$ cat src/rtl/ekht_pkg.sv
`default_nettype none
package ekht_pkg;

    localparam int TABLE_SLOTS = 4096;
    localparam int INDEX_BITS  = 24;
    localparam int SLOT_BITS   = $clog2(TABLE_SLOTS);
    localparam int COUNT_BITS  = SLOT_BITS + 1;
    localparam int FULL_LIMIT  = (TABLE_SLOTS * 3) / 4;
    localparam int QUEUE_DEPTH = 2;
    localparam int QPTR_BITS   = $clog2(QUEUE_DEPTH);
    localparam int NUM_LANES   = 3;

    localparam logic [SLOT_BITS-1:0]  SLOT_LAST  = SLOT_BITS'(TABLE_SLOTS - 1);
    localparam logic [COUNT_BITS-1:0] COUNT_FULL = COUNT_BITS'(FULL_LIMIT);

    localparam logic [31:0] QNAN_BITS  = 32'h7fc0_0000;
    localparam logic [31:0] HASH_MUL_Y = 32'd11;
    localparam logic [31:0] HASH_MUL_Z = 32'd17;
    localparam logic [31:0] HASH_MASK  = 32'h7fff_ffff;
    localparam int          HASH_SHR_HI = 22;
    localparam int          HASH_SHR_LO = 12;

    localparam logic [1:0] OP_INSERT = 2'd0;
    localparam logic [1:0] OP_LOOKUP = 2'd1;
    localparam logic [1:0] OP_CLEAR  = 2'd2;

    localparam logic [1:0] ST_DONE  = 2'd0;
    localparam logic [1:0] ST_FOUND = 2'd1;
    localparam logic [1:0] ST_MISS  = 2'd2;
    localparam logic [1:0] ST_FULL  = 2'd3;

    typedef struct packed {
        logic [1:0]            opcode;
        logic [INDEX_BITS-1:0] vertex_a;
        logic [INDEX_BITS-1:0] vertex_b;
        logic [31:0]           a_x;
        logic [31:0]           a_y;
        logic [31:0]           a_z;
        logic [31:0]           b_x;
        logic [31:0]           b_y;
        logic [31:0]           b_z;
    } req_t;

    typedef struct packed {
        logic [SLOT_BITS-1:0]  slot;
        logic [1:0]            status;
        logic [COUNT_BITS-1:0] entries;
    } res_t;

    typedef struct packed {
        logic [1:0]            op;
        logic [INDEX_BITS-1:0] va;
        logic [INDEX_BITS-1:0] vb;
        logic [SLOT_BITS-1:0]  home;
    } q_item_t;

    typedef struct packed {
        logic                  valid;
        logic [INDEX_BITS-1:0] first;
        logic [INDEX_BITS-1:0] second;
    } slot_word_t;

    // Adder stage after operand classification and swap.
    typedef struct packed {
        logic        spec;
        logic [31:0] spec_val;
        logic        sign;
        logic        eff_sub;
        logic [7:0]  e;
        logic [7:0]  d;
        logic [26:0] mb;
        logic [26:0] ms;
    } fp_a_t;

    // Adder stage holding the raw sum and its exponent.
    typedef struct packed {
        logic        spec;
        logic [31:0] spec_val;
        logic        sign;
        logic [8:0]  e;
        logic [26:0] s;
    } fp_n_t;

    function automatic fp_a_t fp_prep(input logic [31:0] a, input logic [31:0] b);
        fp_a_t       r;
        logic [31:0] big;
        logic [31:0] sml;
        logic        a_nan;
        logic        b_nan;
        r = '0;
        a_nan = (a[30:23] == 8'hff) && (a[22:0] != 23'd0);
        b_nan = (b[30:23] == 8'hff) && (b[22:0] != 23'd0);
        if (a[30:0] >= b[30:0])
        begin
            big = a;
            sml = b;
        end
        else
        begin
            big = b;
            sml = a;
        end
        if (a_nan || b_nan)
        begin
            r.spec = 1'b1;
            r.spec_val = QNAN_BITS;
        end
        else if (a[30:23] == 8'hff)
        begin
            r.spec = 1'b1;
            r.spec_val = ((b[30:23] == 8'hff) && (a[31] != b[31])) ? QNAN_BITS : a;
        end
        else if (b[30:23] == 8'hff)
        begin
            r.spec = 1'b1;
            r.spec_val = b;
        end
        else if ((a[30:0] == 31'd0) && (b[30:0] == 31'd0))
        begin
            r.spec = 1'b1;
            r.spec_val = {a[31] & b[31], 31'd0};
        end
        else if (a[30:0] == 31'd0)
        begin
            r.spec = 1'b1;
            r.spec_val = b;
        end
        else if (b[30:0] == 31'd0)
        begin
            r.spec = 1'b1;
            r.spec_val = a;
        end
        r.sign = big[31];
        r.eff_sub = big[31] ^ sml[31];
        if (big[30:23] == 8'd0)
        begin
            r.e = 8'd1;
            r.mb = {1'b0, big[22:0], 3'b000};
        end
        else
        begin
            r.e = big[30:23];
            r.mb = {1'b1, big[22:0], 3'b000};
        end
        if (sml[30:23] == 8'd0)
        begin
            r.d = r.e - 8'd1;
            r.ms = {1'b0, sml[22:0], 3'b000};
        end
        else
        begin
            r.d = r.e - sml[30:23];
            r.ms = {1'b1, sml[22:0], 3'b000};
        end
        return r;
    endfunction

    function automatic fp_n_t fp_sum(input fp_a_t p);
        fp_n_t       r;
        logic [26:0] msh;
        logic [26:0] mask;
        logic [27:0] sum;
        logic [26:0] diff;
        logic [8:0]  e1;
        r.spec = p.spec;
        r.spec_val = p.spec_val;
        r.sign = p.sign;
        r.e = {1'b0, p.e};
        r.s = '0;
        mask = ~(27'h7ff_ffff << p.d[4:0]);
        if (p.d >= 8'd27)
        begin
            msh = {26'd0, |p.ms};
        end
        else
        begin
            msh = (p.ms >> p.d[4:0]) | {26'd0, |(p.ms & mask)};
        end
        if (!p.eff_sub)
        begin
            sum = {1'b0, p.mb} + {1'b0, msh};
            if (sum[27])
            begin
                e1 = {1'b0, p.e} + 9'd1;
                r.s = {sum[27:2], sum[1] | sum[0]};
                r.e = e1;
                if ((e1 >= 9'd255) && !p.spec)
                begin
                    r.spec = 1'b1;
                    r.spec_val = {p.sign, 8'hff, 23'd0};
                end
            end
            else
            begin
                r.s = sum[26:0];
            end
        end
        else
        begin
            diff = p.mb - msh;
            r.s = diff;
            if ((diff == 27'd0) && !p.spec)
            begin
                r.spec = 1'b1;
                r.spec_val = 32'd0;
            end
        end
        return r;
    endfunction

    // Left shift by the leading-zero count, held back so the exponent stays at least 1.
    function automatic fp_n_t fp_norm(input fp_n_t p);
        fp_n_t      r;
        logic [4:0] lz;
        logic [8:0] room;
        logic [4:0] sh;
        r = p;
        lz = 5'd27;
        for (int i = 0; i < 27; i++)
        begin
            if (p.s[i])
            begin
                lz = 5'(26 - i);
            end
        end
        room = p.e - 9'd1;
        sh = ({4'd0, lz} > room) ? room[4:0] : lz;
        r.s = p.s << sh;
        r.e = p.e - {4'd0, sh};
        return r;
    endfunction

    function automatic logic [31:0] fp_round(input fp_n_t p);
        logic [2:0]  low;
        logic [24:0] m25;
        logic [23:0] m;
        logic [8:0]  e;
        logic        inc;
        low = p.s[2:0];
        inc = (low > 3'd4) || ((low == 3'd4) && p.s[3]);
        m25 = {1'b0, p.s[26:3]} + {24'd0, inc};
        e = p.e;
        if (m25[24])
        begin
            m = m25[24:1];
            e = e + 9'd1;
        end
        else
        begin
            m = m25[23:0];
        end
        if (p.spec)
        begin
            return p.spec_val;
        end
        if (e >= 9'd255)
        begin
            return {p.sign, 8'hff, 23'd0};
        end
        if (!m[23])
        begin
            e = 9'd0;
        end
        return {p.sign, e[7:0], m[22:0]};
    endfunction

endpackage
`default_nettype wire

$ cat src/rtl/ekht_queue.sv
`default_nettype none
module ekht_queue (
    input  wire logic              clk,
    input  wire logic              rst_n,
    input  wire logic              push,
    input  wire ekht_pkg::q_item_t push_item,
    input  wire logic              pop,
    output ekht_pkg::q_item_t      pop_item,
    output logic                   full,
    output logic                   empty
);
    import ekht_pkg::*;

    q_item_t                  entry_reg [QUEUE_DEPTH];
    logic [QPTR_BITS-1:0]     wr_reg;
    logic [QPTR_BITS-1:0]     rd_reg;
    logic [QPTR_BITS:0]       fill_reg;
    logic [QPTR_BITS:0]       fill_next;

    assign full     = (fill_reg == (QPTR_BITS+1)'(QUEUE_DEPTH));
    assign empty    = (fill_reg == '0);
    assign pop_item = entry_reg[rd_reg];

    always_comb
    begin
        fill_next = fill_reg;
        if (push && !pop)
        begin
            fill_next = fill_reg + 1'b1;
        end
        else if (pop && !push)
        begin
            fill_next = fill_reg - 1'b1;
        end
    end

    always_ff @(posedge clk or negedge rst_n)
    begin
        if (!rst_n)
        begin
            wr_reg   <= '0;
            rd_reg   <= '0;
            fill_reg <= '0;
        end
        else
        begin
            if (push)
            begin
                wr_reg <= wr_reg + 1'b1;
            end
            if (pop)
            begin
                rd_reg <= rd_reg + 1'b1;
            end
            fill_reg <= fill_next;
        end
    end

    always_ff @(posedge clk)
    begin
        if (push)
        begin
            entry_reg[wr_reg] <= push_item;
        end
    end

endmodule
`default_nettype wire

$ cat config.mk
export PLATFORM = sky130hd
export DESIGN_NAME = ekht_queue
export DESIGN_NICKNAME = d
export VERILOG_FILES = /design/src/rtl/ekht_pkg.sv /design/src/rtl/ekht_queue.sv
export SDC_FILE = /design/constraint.sdc
export NUM_CORES = 1
export LEC_CHECK = 0
export ABC_AREA = 1
export ABC_CLOCK_PERIOD_IN_PS = 4820
export BUFFER_PORTS_ARGS = -buffer_cell sky130_fd_sc_hd__buf_4
export CORE_MARGIN = 2
export CORE_UTILIZATION = 52
export DETAILED_ROUTE_END_ITERATION = 10
export PLACE_DENSITY_LB_ADDON = 0.1
export REMOVE_ABC_BUFFERS = 1
export SETUP_SLACK_MARGIN = 0.15
export SLEW_MARGIN = 20
export SYNTH_ARGS = -nofsm -noshare
export SYNTH_HDL_FRONTEND = slang
export SYNTH_SLANG_ARGS = --single-unit
$ cat constraint.sdc
create_clock -name clk -period 4.82 [get_ports clk]
set_input_delay 0.964 -clock clk [delete_from_list [all_inputs] [get_ports clk]]
set_output_delay 0.964 -clock clk [all_outputs]
set_load 0.05 [all_outputs]
==> impl_metrics.tcl <==
set metrics [dict create \
    critPathSlowestCell "dfrtp_4" \
    power_mw 4.662 \
    wl_met3_um 535 \
    worst-setup-path-type "flip-flop to output pin" \
    detail_route.vias_per_cell 4.884 \
    antennaDiodeCount 0 \
    post-route-period-util_pct 71.74 \
    start_util_pct 53.65 \
    timing.fmax_mhz 289.2 \
    arrival_ns 2.49 \
    numCtsBuffers 17 \
    route.detailed.drc 0 \
    grt_pass1_wl_mm 12.54 \
    largest_reg_flops 124 \
    required_ns 3.86 \
    slowest_delay_ns 1.04 \
    cap_violations 0 \
    start_kind "flip-flop" \
    syn_to_final_growth_pct 31.55 \
    finalClockSkew_ns 0.006157 \
    io_pins 130 \
    htree_levels 4 \
    synthTopCellsByArea "edfxtp_1, mux2_4, buf_12" \
    cts_tree "built" \
    die_h_um 101.9 \
    first_global_vias 2545 \
    die-area_sq_um 10380 \
    grt_use_total_pct 16.78 \
    routed_wl_mm 8.354 \
    syn_inst 218 \
    most-common-layout-cells "buf_4, edfxtp_1, mux2_4" \
    syn-mean-instance-area_sq_um 22.85 \
    finalSetupViolCount 0 \
    r2r_start "wr_reg" \
    yosysSeqAreaShare_pct 76.76 \
    period_needed_ns 3.458 \
    gp_congestion 0.7419 \
    drive_above_1_share_pct 60.32 \
    ctsResizeCount 0 \
    reg2reg_setup_slack_ns 2.89 \
    io_buffers 129 \
    cp-end-kind "output pin" \
    rr_worst_depth 3 \
    grt_antenna_before_repair 0 \
    wire_per_inst_um 16.64 \
    synth.distinct_cells 14 \
    highest_layer "met4" \
    synth_area_sq_um 4981 \
    drtAntennaViolNets 0 \
    ys_ff_latch 128 \
    tightest_slew_ns 0.9274 \
    grt_max_degree 51 \
    routed-wl-met2_mm 4.522 \
    core_area_sq_um 9284 \
    slew_violations 0 \
    power_leakage_nw 2.670 \
    fillers 627 \
    max_slew_margin_pct 38.17 \
    wl_met1_mm 3.246 \
    cts.sinks 128 \
    reg2reg_to "entry_reg[1][35]" \
    vias 2452 \
    netlist.area_leader.share_pct 74.76 \
    rsz0062_at_grt "false" \
    num-nets-final 429 \
    synth_largest_area_cell "edfxtp_1" \
    yosysWarningCount 0 \
    status "finished clean" \
    placedCellCount 472 \
    drtPass1Iterations 4 \
    cts-root-buf "clkbuf_8" \
    drt_iter0_drc 79 \
    die_w_um 101.9 \
    cts_setup_buffers 0 \
    clk_pin_slew_worst_paths_ns 0.06 \
    hold_buffers 0 \
    ir_drop_v 0.0004542 \
    worstHoldPathType "input pin to async pin" \
    path_max_fanout 50 \
    rows 35 \
    cp_common_cell "buf_4" \
    clk_path_buf_depth 2 \
    hpwl_mm 5.355 \
    hold_violations 0 \
    final_common_cell "buf_4" \
    final_cells 502 \
    setup_tns_ns 0 \
    grt-ovfl-total 0 \
    powerDensity_nw_per_um2 711.5 \
    insertion_delay_ns 0.50 \
    crit_chain "buf_4, mux2_4, buf_4" \
]
metrics by stage:
stage	worst slack (ns)	utilization, %	instance area, sq um	hold slack (ns)
6_report	1.362	70.58	6553	0.2483
5_1_grt	1.224	70.58	6553	0.2198
4_1_cts	1.292	70.58	6553	0.2170
3_5_place_dp	1.849	64.77	6013	0.5157
3_3_place_gp	1.835	64.77	6013	0.4801
2_1_floorplan	0.7316	-	4850	0.4631
cells by family (layout without fill, tap and decap cells):
logic type | count (synthesis) | after routing | synth area share (%)
mux | 62 | 62 | 18.46
buf+inv | 14 | 169 | 3.165
flops | 128 | 128 | 76.76
fa+ha+maj | 1 | 1 | 0.2512
simple gates | 10 | 10 | 0.8289
xor+xnor | 3 | 3 | 0.5276
power breakdown:
part | switching (mW) | leakage [nW] | total (mW) | internal (mW)
clock network | 0.428 | 0.252 | 1.15 | 0.722
logic | 1.14 | 1.21 | 1.86 | 0.716
registers | 0.175 | 1.21 | 1.66 | 1.48
total | 1.74 | 2.67 | 4.66 | 2.92
synthesized netlist by cell type (all sizes together):
cell	instances
nand2	5
edfxtp	124
nand3	1
buf	7
xnor2	1
dfrtp	4
inv	7
xor2	2
nand4	1
nor2	3
mux2	62
ha	1
metal layers:
| metal | vias up | global-route usage (%) |
|---|---|---|
| met1 | 1232 | 18.95 |
| met3 | 5 | 6.156 |
| met4 | 0 | 6.769 |
| li1 | 1137 | - |
| met5 | - | 0 |
| met2 | 78 | 29.00 |
worst max-delay path, delay by kind of cell (launching register included):
kind	cells	cell delay, ns
buffers and inverters	2	0.60
muxes	1	0.33
DFF	1	1.04
final cells by class:
class	instances	area [sq um]	area share [%]
Clock buffer	18	417.9	6.378
Clock inverter	12	121.4	1.852
Inverter	7	26.28	0.4010
Multi-Input combinational cell	76	1007	15.37
Sequential cell	128	3827	58.41
Tap cell	129	161.4	2.463
Timing Repair Buffer	132	991.0	15.12
worst max path at each step:
| stage | from | endpoint | slack, ns | cells past startpoint |
|---|---|---|---|---|
| 5_1_grt | rd_reg | pop_item[26] | 1.22 | 3 |
| 3_3_place_gp | rd_reg | pop_item[12] | 1.84 | 3 |
| 3_5_place_dp | rd_reg | pop_item[26] | 1.85 | 3 |
| 2_1_floorplan | push | entry_reg[0][0] | 0.73 | 2 |
| 4_1_cts | rd_reg | pop_item[26] | 1.29 | 3 |
| 6_report | rd_reg | pop_item[26] | 1.36 | 3 |
Power figures use the tool's default switching activity.
