===== src/rtl/ekht_pkg.sv =====
`default_nettype none
package ekht_pkg;

    localparam int TABLE_SLOTS = 4096;
    localparam int INDEX_BITS  = 24;
    localparam int SLOT_BITS   = $clog2(TABLE_SLOTS);
    localparam int COUNT_BITS  = SLOT_BITS + 1;
    localparam int FULL_LIMIT  = (TABLE_SLOTS * 3) / 4;
    localparam int QUEUE_DEPTH = 2;
    localparam int QPTR_BITS   = $clog2(QUEUE_DEPTH);
    localparam int NUM_LANES   = 3;

    localparam logic [SLOT_BITS-1:0]  SLOT_LAST  = SLOT_BITS'(TABLE_SLOTS - 1);
    localparam logic [COUNT_BITS-1:0] COUNT_FULL = COUNT_BITS'(FULL_LIMIT);

    localparam logic [31:0] QNAN_BITS  = 32'h7fc0_0000;
    localparam logic [31:0] HASH_MUL_Y = 32'd11;
    localparam logic [31:0] HASH_MUL_Z = 32'd17;
    localparam logic [31:0] HASH_MASK  = 32'h7fff_ffff;
    localparam int          HASH_SHR_HI = 22;
    localparam int          HASH_SHR_LO = 12;

    localparam logic [1:0] OP_INSERT = 2'd0;
    localparam logic [1:0] OP_LOOKUP = 2'd1;
    localparam logic [1:0] OP_CLEAR  = 2'd2;

    localparam logic [1:0] ST_DONE  = 2'd0;
    localparam logic [1:0] ST_FOUND = 2'd1;
    localparam logic [1:0] ST_MISS  = 2'd2;
    localparam logic [1:0] ST_FULL  = 2'd3;

    typedef struct packed {
        logic [1:0]            opcode;
        logic [INDEX_BITS-1:0] vertex_a;
        logic [INDEX_BITS-1:0] vertex_b;
        logic [31:0]           a_x;
        logic [31:0]           a_y;
        logic [31:0]           a_z;
        logic [31:0]           b_x;
        logic [31:0]           b_y;
        logic [31:0]           b_z;
    } req_t;

    typedef struct packed {
        logic [SLOT_BITS-1:0]  slot;
        logic [1:0]            status;
        logic [COUNT_BITS-1:0] entries;
    } res_t;

    typedef struct packed {
        logic [1:0]            op;
        logic [INDEX_BITS-1:0] va;
        logic [INDEX_BITS-1:0] vb;
        logic [SLOT_BITS-1:0]  home;
    } q_item_t;

    typedef struct packed {
        logic                  valid;
        logic [INDEX_BITS-1:0] first;
        logic [INDEX_BITS-1:0] second;
    } slot_word_t;

    // Adder stage after operand classification and swap.
    typedef struct packed {
        logic        spec;
        logic [31:0] spec_val;
        logic        sign;
        logic        eff_sub;
        logic [7:0]  e;
        logic [7:0]  d;
        logic [26:0] mb;
        logic [26:0] ms;
    } fp_a_t;

    // Adder stage holding the raw sum and its exponent.
    typedef struct packed {
        logic        spec;
        logic [31:0] spec_val;
        logic        sign;
        logic [8:0]  e;
        logic [26:0] s;
    } fp_n_t;

    function automatic fp_a_t fp_prep(input logic [31:0] a, input logic [31:0] b);
        fp_a_t       r;
        logic [31:0] big;
        logic [31:0] sml;
        logic        a_nan;
        logic        b_nan;
        r = '0;
        a_nan = (a[30:23] == 8'hff) && (a[22:0] != 23'd0);
        b_nan = (b[30:23] == 8'hff) && (b[22:0] != 23'd0);
        if (a[30:0] >= b[30:0])
        begin
            big = a;
            sml = b;
        end
        else
        begin
            big = b;
            sml = a;
        end
        if (a_nan || b_nan)
        begin
            r.spec = 1'b1;
            r.spec_val = QNAN_BITS;
        end
        else if (a[30:23] == 8'hff)
        begin
            r.spec = 1'b1;
            r.spec_val = ((b[30:23] == 8'hff) && (a[31] != b[31])) ? QNAN_BITS : a;
        end
        else if (b[30:23] == 8'hff)
        begin
            r.spec = 1'b1;
            r.spec_val = b;
        end
        else if ((a[30:0] == 31'd0) && (b[30:0] == 31'd0))
        begin
            r.spec = 1'b1;
            r.spec_val = {a[31] & b[31], 31'd0};
        end
        else if (a[30:0] == 31'd0)
        begin
            r.spec = 1'b1;
            r.spec_val = b;
        end
        else if (b[30:0] == 31'd0)
        begin
            r.spec = 1'b1;
            r.spec_val = a;
        end
        r.sign = big[31];
        r.eff_sub = big[31] ^ sml[31];
        if (big[30:23] == 8'd0)
        begin
            r.e = 8'd1;
            r.mb = {1'b0, big[22:0], 3'b000};
        end
        else
        begin
            r.e = big[30:23];
            r.mb = {1'b1, big[22:0], 3'b000};
        end
        if (sml[30:23] == 8'd0)
        begin
            r.d = r.e - 8'd1;
            r.ms = {1'b0, sml[22:0], 3'b000};
        end
        else
        begin
            r.d = r.e - sml[30:23];
            r.ms = {1'b1, sml[22:0], 3'b000};
        end
        return r;
    endfunction

    function automatic fp_n_t fp_sum(input fp_a_t p);
        fp_n_t       r;
        logic [26:0] msh;
        logic [26:0] mask;
        logic [27:0] sum;
        logic [26:0] diff;
        logic [8:0]  e1;
        r.spec = p.spec;
        r.spec_val = p.spec_val;
        r.sign = p.sign;
        r.e = {1'b0, p.e};
        r.s = '0;
        mask = ~(27'h7ff_ffff << p.d[4:0]);
        if (p.d >= 8'd27)
        begin
            msh = {26'd0, |p.ms};
        end
        else
        begin
            msh = (p.ms >> p.d[4:0]) | {26'd0, |(p.ms & mask)};
        end
        if (!p.eff_sub)
        begin
            sum = {1'b0, p.mb} + {1'b0, msh};
            if (sum[27])
            begin
                e1 = {1'b0, p.e} + 9'd1;
                r.s = {sum[27:2], sum[1] | sum[0]};
                r.e = e1;
                if ((e1 >= 9'd255) && !p.spec)
                begin
                    r.spec = 1'b1;
                    r.spec_val = {p.sign, 8'hff, 23'd0};
                end
            end
            else
            begin
                r.s = sum[26:0];
            end
        end
        else
        begin
            diff = p.mb - msh;
            r.s = diff;
            if ((diff == 27'd0) && !p.spec)
            begin
                r.spec = 1'b1;
                r.spec_val = 32'd0;
            end
        end
        return r;
    endfunction

    // Left shift by the leading-zero count, held back so the exponent stays at least 1.
    function automatic fp_n_t fp_norm(input fp_n_t p);
        fp_n_t      r;
        logic [4:0] lz;
        logic [8:0] room;
        logic [4:0] sh;
        r = p;
        lz = 5'd27;
        for (int i = 0; i < 27; i++)
        begin
            if (p.s[i])
            begin
                lz = 5'(26 - i);
            end
        end
        room = p.e - 9'd1;
        sh = ({4'd0, lz} > room) ? room[4:0] : lz;
        r.s = p.s << sh;
        r.e = p.e - {4'd0, sh};
        return r;
    endfunction

    function automatic logic [31:0] fp_round(input fp_n_t p);
        logic [2:0]  low;
        logic [24:0] m25;
        logic [23:0] m;
        logic [8:0]  e;
        logic        inc;
        low = p.s[2:0];
        inc = (low > 3'd4) || ((low == 3'd4) && p.s[3]);
        m25 = {1'b0, p.s[26:3]} + {24'd0, inc};
        e = p.e;
        if (m25[24])
        begin
            m = m25[24:1];
            e = e + 9'd1;
        end
        else
        begin
            m = m25[23:0];
        end
        if (p.spec)
        begin
            return p.spec_val;
        end
        if (e >= 9'd255)
        begin
            return {p.sign, 8'hff, 23'd0};
        end
        if (!m[23])
        begin
            e = 9'd0;
        end
        return {p.sign, e[7:0], m[22:0]};
    endfunction

endpackage
`default_nettype wire


===== src/rtl/ekht_front.sv =====
`default_nettype none
module ekht_front (
    input  wire logic            clk,
    input  wire logic            rst_n,
    input  wire logic            accept,
    input  wire ekht_pkg::req_t  request,
    output logic                 busy,
    output logic                 push,
    output ekht_pkg::q_item_t    push_item,
    input  wire logic            q_full
);
    import ekht_pkg::*;

    // Stage valids: captured, prepared, summed, normalized, rounded, item ready.
    logic [5:0]  stage_reg;
    logic [5:0]  stage_next;
    req_t        req_reg;
    fp_a_t       prep_reg [NUM_LANES];
    fp_n_t       sum_reg  [NUM_LANES];
    fp_n_t       norm_reg [NUM_LANES];
    logic [31:0] res_reg  [NUM_LANES];
    q_item_t     item_reg;
    logic [31:0] op_a [NUM_LANES];
    logic [31:0] op_b [NUM_LANES];
    logic [31:0] mix;
    logic [31:0] fold;
    logic [31:0] hval;

    assign op_a[0] = req_reg.a_x;
    assign op_a[1] = req_reg.a_y;
    assign op_a[2] = req_reg.a_z;
    assign op_b[0] = req_reg.b_x;
    assign op_b[1] = req_reg.b_y;
    assign op_b[2] = req_reg.b_z;

    assign mix  = res_reg[0] + res_reg[1] * HASH_MUL_Y - res_reg[2] * HASH_MUL_Z;
    assign fold = mix & HASH_MASK;
    assign hval = (fold >> HASH_SHR_HI) ^ (fold >> HASH_SHR_LO) ^ fold;

    assign push      = stage_reg[5] && !q_full;
    assign push_item = item_reg;
    assign busy      = |stage_reg;

    always_comb
    begin
        stage_next = {stage_reg[4] || (stage_reg[5] && q_full), stage_reg[3:0], accept};
    end

    always_ff @(posedge clk or negedge rst_n)
    begin
        if (!rst_n)
        begin
            stage_reg <= '0;
        end
        else
        begin
            stage_reg <= stage_next;
        end
    end

    always_ff @(posedge clk)
    begin
        if (accept)
        begin
            req_reg <= request;
        end
        for (int i = 0; i < NUM_LANES; i++)
        begin
            prep_reg[i] <= fp_prep(op_a[i], op_b[i]);
            sum_reg[i]  <= fp_sum(prep_reg[i]);
            norm_reg[i] <= fp_norm(sum_reg[i]);
            res_reg[i]  <= fp_round(norm_reg[i]);
        end
        if (stage_reg[4])
        begin
            item_reg.op   <= req_reg.opcode;
            item_reg.va   <= req_reg.vertex_a;
            item_reg.vb   <= req_reg.vertex_b;
            item_reg.home <= hval[SLOT_BITS-1:0];
        end
    end

endmodule
`default_nettype wire


===== config.mk =====
export PLATFORM = sky130hd
export DESIGN_NAME = ekht_front
export DESIGN_NICKNAME = d
export VERILOG_FILES = /design/src/rtl/ekht_pkg.sv /design/src/rtl/ekht_front.sv
export SDC_FILE = /design/constraint.sdc
export NUM_CORES = 2
export LEC_CHECK = 0
export BUFFER_PORTS_ARGS = -buffer_cell sky130_fd_sc_hd__buf_2
export CAP_MARGIN = 20
export CORE_MARGIN = 2
export CORE_UTILIZATION = 49
export CTS_BUF_LIST = sky130_fd_sc_hd__clkbuf_16
export CTS_CLUSTER_DIAMETER = 30
export DETAILED_ROUTE_END_ITERATION = 12
export PLACE_DENSITY = 0.68
export SLEW_MARGIN = 5
export SYNTH_ARGS = -nofsm -noshare
export SYNTH_HDL_FRONTEND = slang
export SYNTH_SLANG_ARGS = --single-unit

===== constraint.sdc =====
create_clock -name clk -period 5.4 [get_ports clk]
set_input_delay 0.54 -clock clk [delete_from_list [all_inputs] [get_ports clk]]
set_output_delay 0.54 -clock clk [all_outputs]
set_load 0.005 [all_outputs]

==> flow_summary.json <==
{
  "critPathArrivalTime_ps": 5960,
  "core-area_um2": 130000,
  "grt_pass1_wl_um": 310000,
  "synth_edf_count": 304,
  "violations": "setup timing",
  "synth_top_family_by_area": "compound AO/OA/AOI/OAI gates",
  "synthFlopType": "dfxtp_1",
  "drtPass1Iterations": 6,
  "drt_iter0_drc": 5626,
  "start_util_pct": 49.5,
  "path_class": "reg2reg",
  "fp.dieH_um": 366,
  "layout_min_cycle_time_ps": 5410,
  "synth_area_um2": 64300,
  "synthMuxAreaShare_pct": 8.18,
  "antenna_left": 0,
  "clkLatencyLatePin_ps": 840,
  "nets": 8680,
  "hold_violations": 0,
  "grt_overflow": 0,
  "die_x_um": 366,
  "tightest_slew_ps": 970,
  "required_ps": 5960,
  "finalInstanceArea_um2": 81400,
  "path_clk_slew_ps": 50,
  "fin_util_pct": 62.6,
  "clock-sinks": 1102,
  "drive_above_1_share_pct": 19.5,
  "synth_compound_gate_area_share_pct": 15.6,
  "num_vias": 55974,
  "rsz0062_at_grt": "yes",
  "io_pins": 310,
  "skew_ps": 75.8,
  "cts_tree": "yes",
  "ys_async_sr_fraction_pct": 0.544,
  "drt-vias-per-instance": 5.70,
  "ys_seq_area_share_pct": 39.1,
  "io_buffer_count": 309,
  "max_cap_violations": 0,
  "worstPathMaxFanout": 3,
  "routed_wl_um": 203000,
  "clockBufferDepth": 3,
  "slew_violations": 0,
  "yosysUniqueCellTypes": 112,
  "start_kind": "flip-flop",
  "grtUsageTotal_pct": 29.1,
  "place_area_um2": 70500,
  "gp_congestion": 0.960,
  "relSlewSlack_pct": 35.3,
  "synth-simple-area-share_pct": 15.0,
  "cp-end-kind": "flip-flop",
  "syn_nets": 7738,
  "yosysWarnings": 0,
  "synth_xor_area_share_pct": 4.56,
  "htree_levels": 4,
  "drc": 0,
  "largest_register_ffs": 291,
  "cts_inserted_buffers": 201,
  "avgSynthCellArea_um2": 9.26,
  "synth-seq-cells": 1102,
  "setup_ws_ps": -5.09,
  "area_delta_synth_final_pct": 26.5,
  "postSynthCellCount": 6946,
  "grt_max_degree": 101,
  "min_path_type": "in2async",
  "synth-adder-area-share_pct": 12.1,
  "rows": 132,
  "timing.final.crit_share_pct": 100,
  "max_freq_mhz": 185,
  "hpwlAfterDp_um": 153000,
  "grt_pass1_vias": 54004,
  "antenna_found_initial": 10,
  "clockRootBuffer": "clkbuf_16",
  "finalSetupViolCount": 1,
  "wl_per_cell_um": 20.7,
  "status": "complete, but fails checks",
  "die-area_um2": 134000
}
==> through the flow <==
stage                     setup TNS [ps]  hold WS, ps  worst slack, ps  std cells
after floorplan                        0          244             24.2       6946
after global placement             -2580          311             -372       9136
after detailed placement           -3080          312             -334       9137
after CTS                              0         79.4             1.14       9768
after global routing               -2000          133             -187       9810
final                              -5.09          141            -5.09       9812
==> cells by family after synthesis <==
group                    count (synthesis)
buffers and inverters                  889
multiplexers                           464
AO/OA/AOI/OAI                         1572
AND/OR/NAND/NOR                       2029
XOR/XNOR                               335
adder cells (fa/ha/maj)                555
flip-flops                            1102
==> worst paths after layout <==
kind	endpoint	depth (start not counted)	start	slack [ps]
max in group asynchronous	stage_reg[4]	2	rst_n	5100
max reg2reg	push_item[7]	22	res_reg[0][36]	-5
min reg2reg	norm_reg[0][139]	0	sum_reg[0][139]	310
min in group clk	op_b[1]	1	accept	210
max	push_item[7]	22	res_reg[0][36]	-5
min	stage_reg[3]	2	rst_n	140
==> cells in the mapped netlist, types with 16 or more instances <==
cell      count  area (µm²)
a211o_1      17         149
a211oi_1     74         556
a21o_1      101         758
a21oi_1     425        2130
a221oi_1     21         184
a22o_1       22         193
a22oi_1      79         593
a31oi_1      41         257
and2_1       40         250
and2_4       20         175
and3_1       70         438
buf_1        28         105
buf_2        29         145
clkbuf_1    231         867
dfxtp_1     792       15900
edfxtp_1    304        9130
fa_1        119        2380
ha_1        427        5340
inv_1       575        2160
mux2_2      123        1390
mux2i_1     302        3020
mux4_2       36         811
nand2_1     593        2230
nand2b_1     57         357
nand3_1     106         531
nand4_1      85         532
nor2_1      596        2240
nor2b_1      67         419
nor3_1      140         701
nor3b_1      16         120
nor4_1       98         613
o211ai_1     25         188
o21a_1       45         338
o21ai_0     391        1960
o21bai_1     45         338
o22ai_1      52         325
o31ai_1      35         263
or2_2        25         156
or3_1        47         294
xnor2_1     224        1960
xor2_1      111         972
==> layer usage <==
layer  share of wire [%]  global-route usage, %  vias to the layer above
li1                    -                      -                    26539
met1                  44                   40.4                    26649
met2                  45                   45.6                     2359
met3                 7.4                   4.92                      421
met4                 3.5                   10.2                        6
met5               0.018                      0                        -
==> placed cells by master, fill, tap and decap left out, drive strengths merged, types with 302 or more instances in the layout <==
cell / count
nand2: 593
mux2i: 302
dfxtp: 792
o21ai: 405
nor2: 597
a21oi: 428
inv: 639
edfxtp: 304
ha: 427
buf: 792
==> final cells by class <==
type | instances | area, µm²
fillers | 10650 | 48600
repair buffers | 1041 | 8000
inverters | 587 | 2210
clock inverters | 181 | 2070
diodes | 3 | 7.51
flip-flops and latches | 1102 | 25200
multi-input cells | 4955 | 36700
clock buffers | 201 | 5030
well taps | 1742 | 2180
==> what timing repair did <==
item	in CTS	in global routing
cloned	0	6
setup endpoints to repair	63	169
hold buffers	244	0
pin swaps	33	92
buffers inserted	5	34
resized for setup	27	180
hold endpoints to repair	249	0
==> critical path, cell delays in order (launching register included) <==
cell	delay (ps)
dfxtp_2	320
buf_6	120
ha_4	240
inv_1	40
fa_1	490
inv_2	40
fa_1	510
fa_2	590
fa_2	460
ha_4	300
inv_4	40
nor2_4	70
nor2_2	50
o31a_1	350
a2111oi_4	440
o31a_1	230
a41oi_2	170
a21oi_2	200
nand3_1	90
nand2_1	100
a21o_1	120
a21oi_2	50
xnor2_1	140
Power is left out: the tool's default activity adds up to more than one toggle a clock period on the data nets, which glitch-free logic cannot reach.
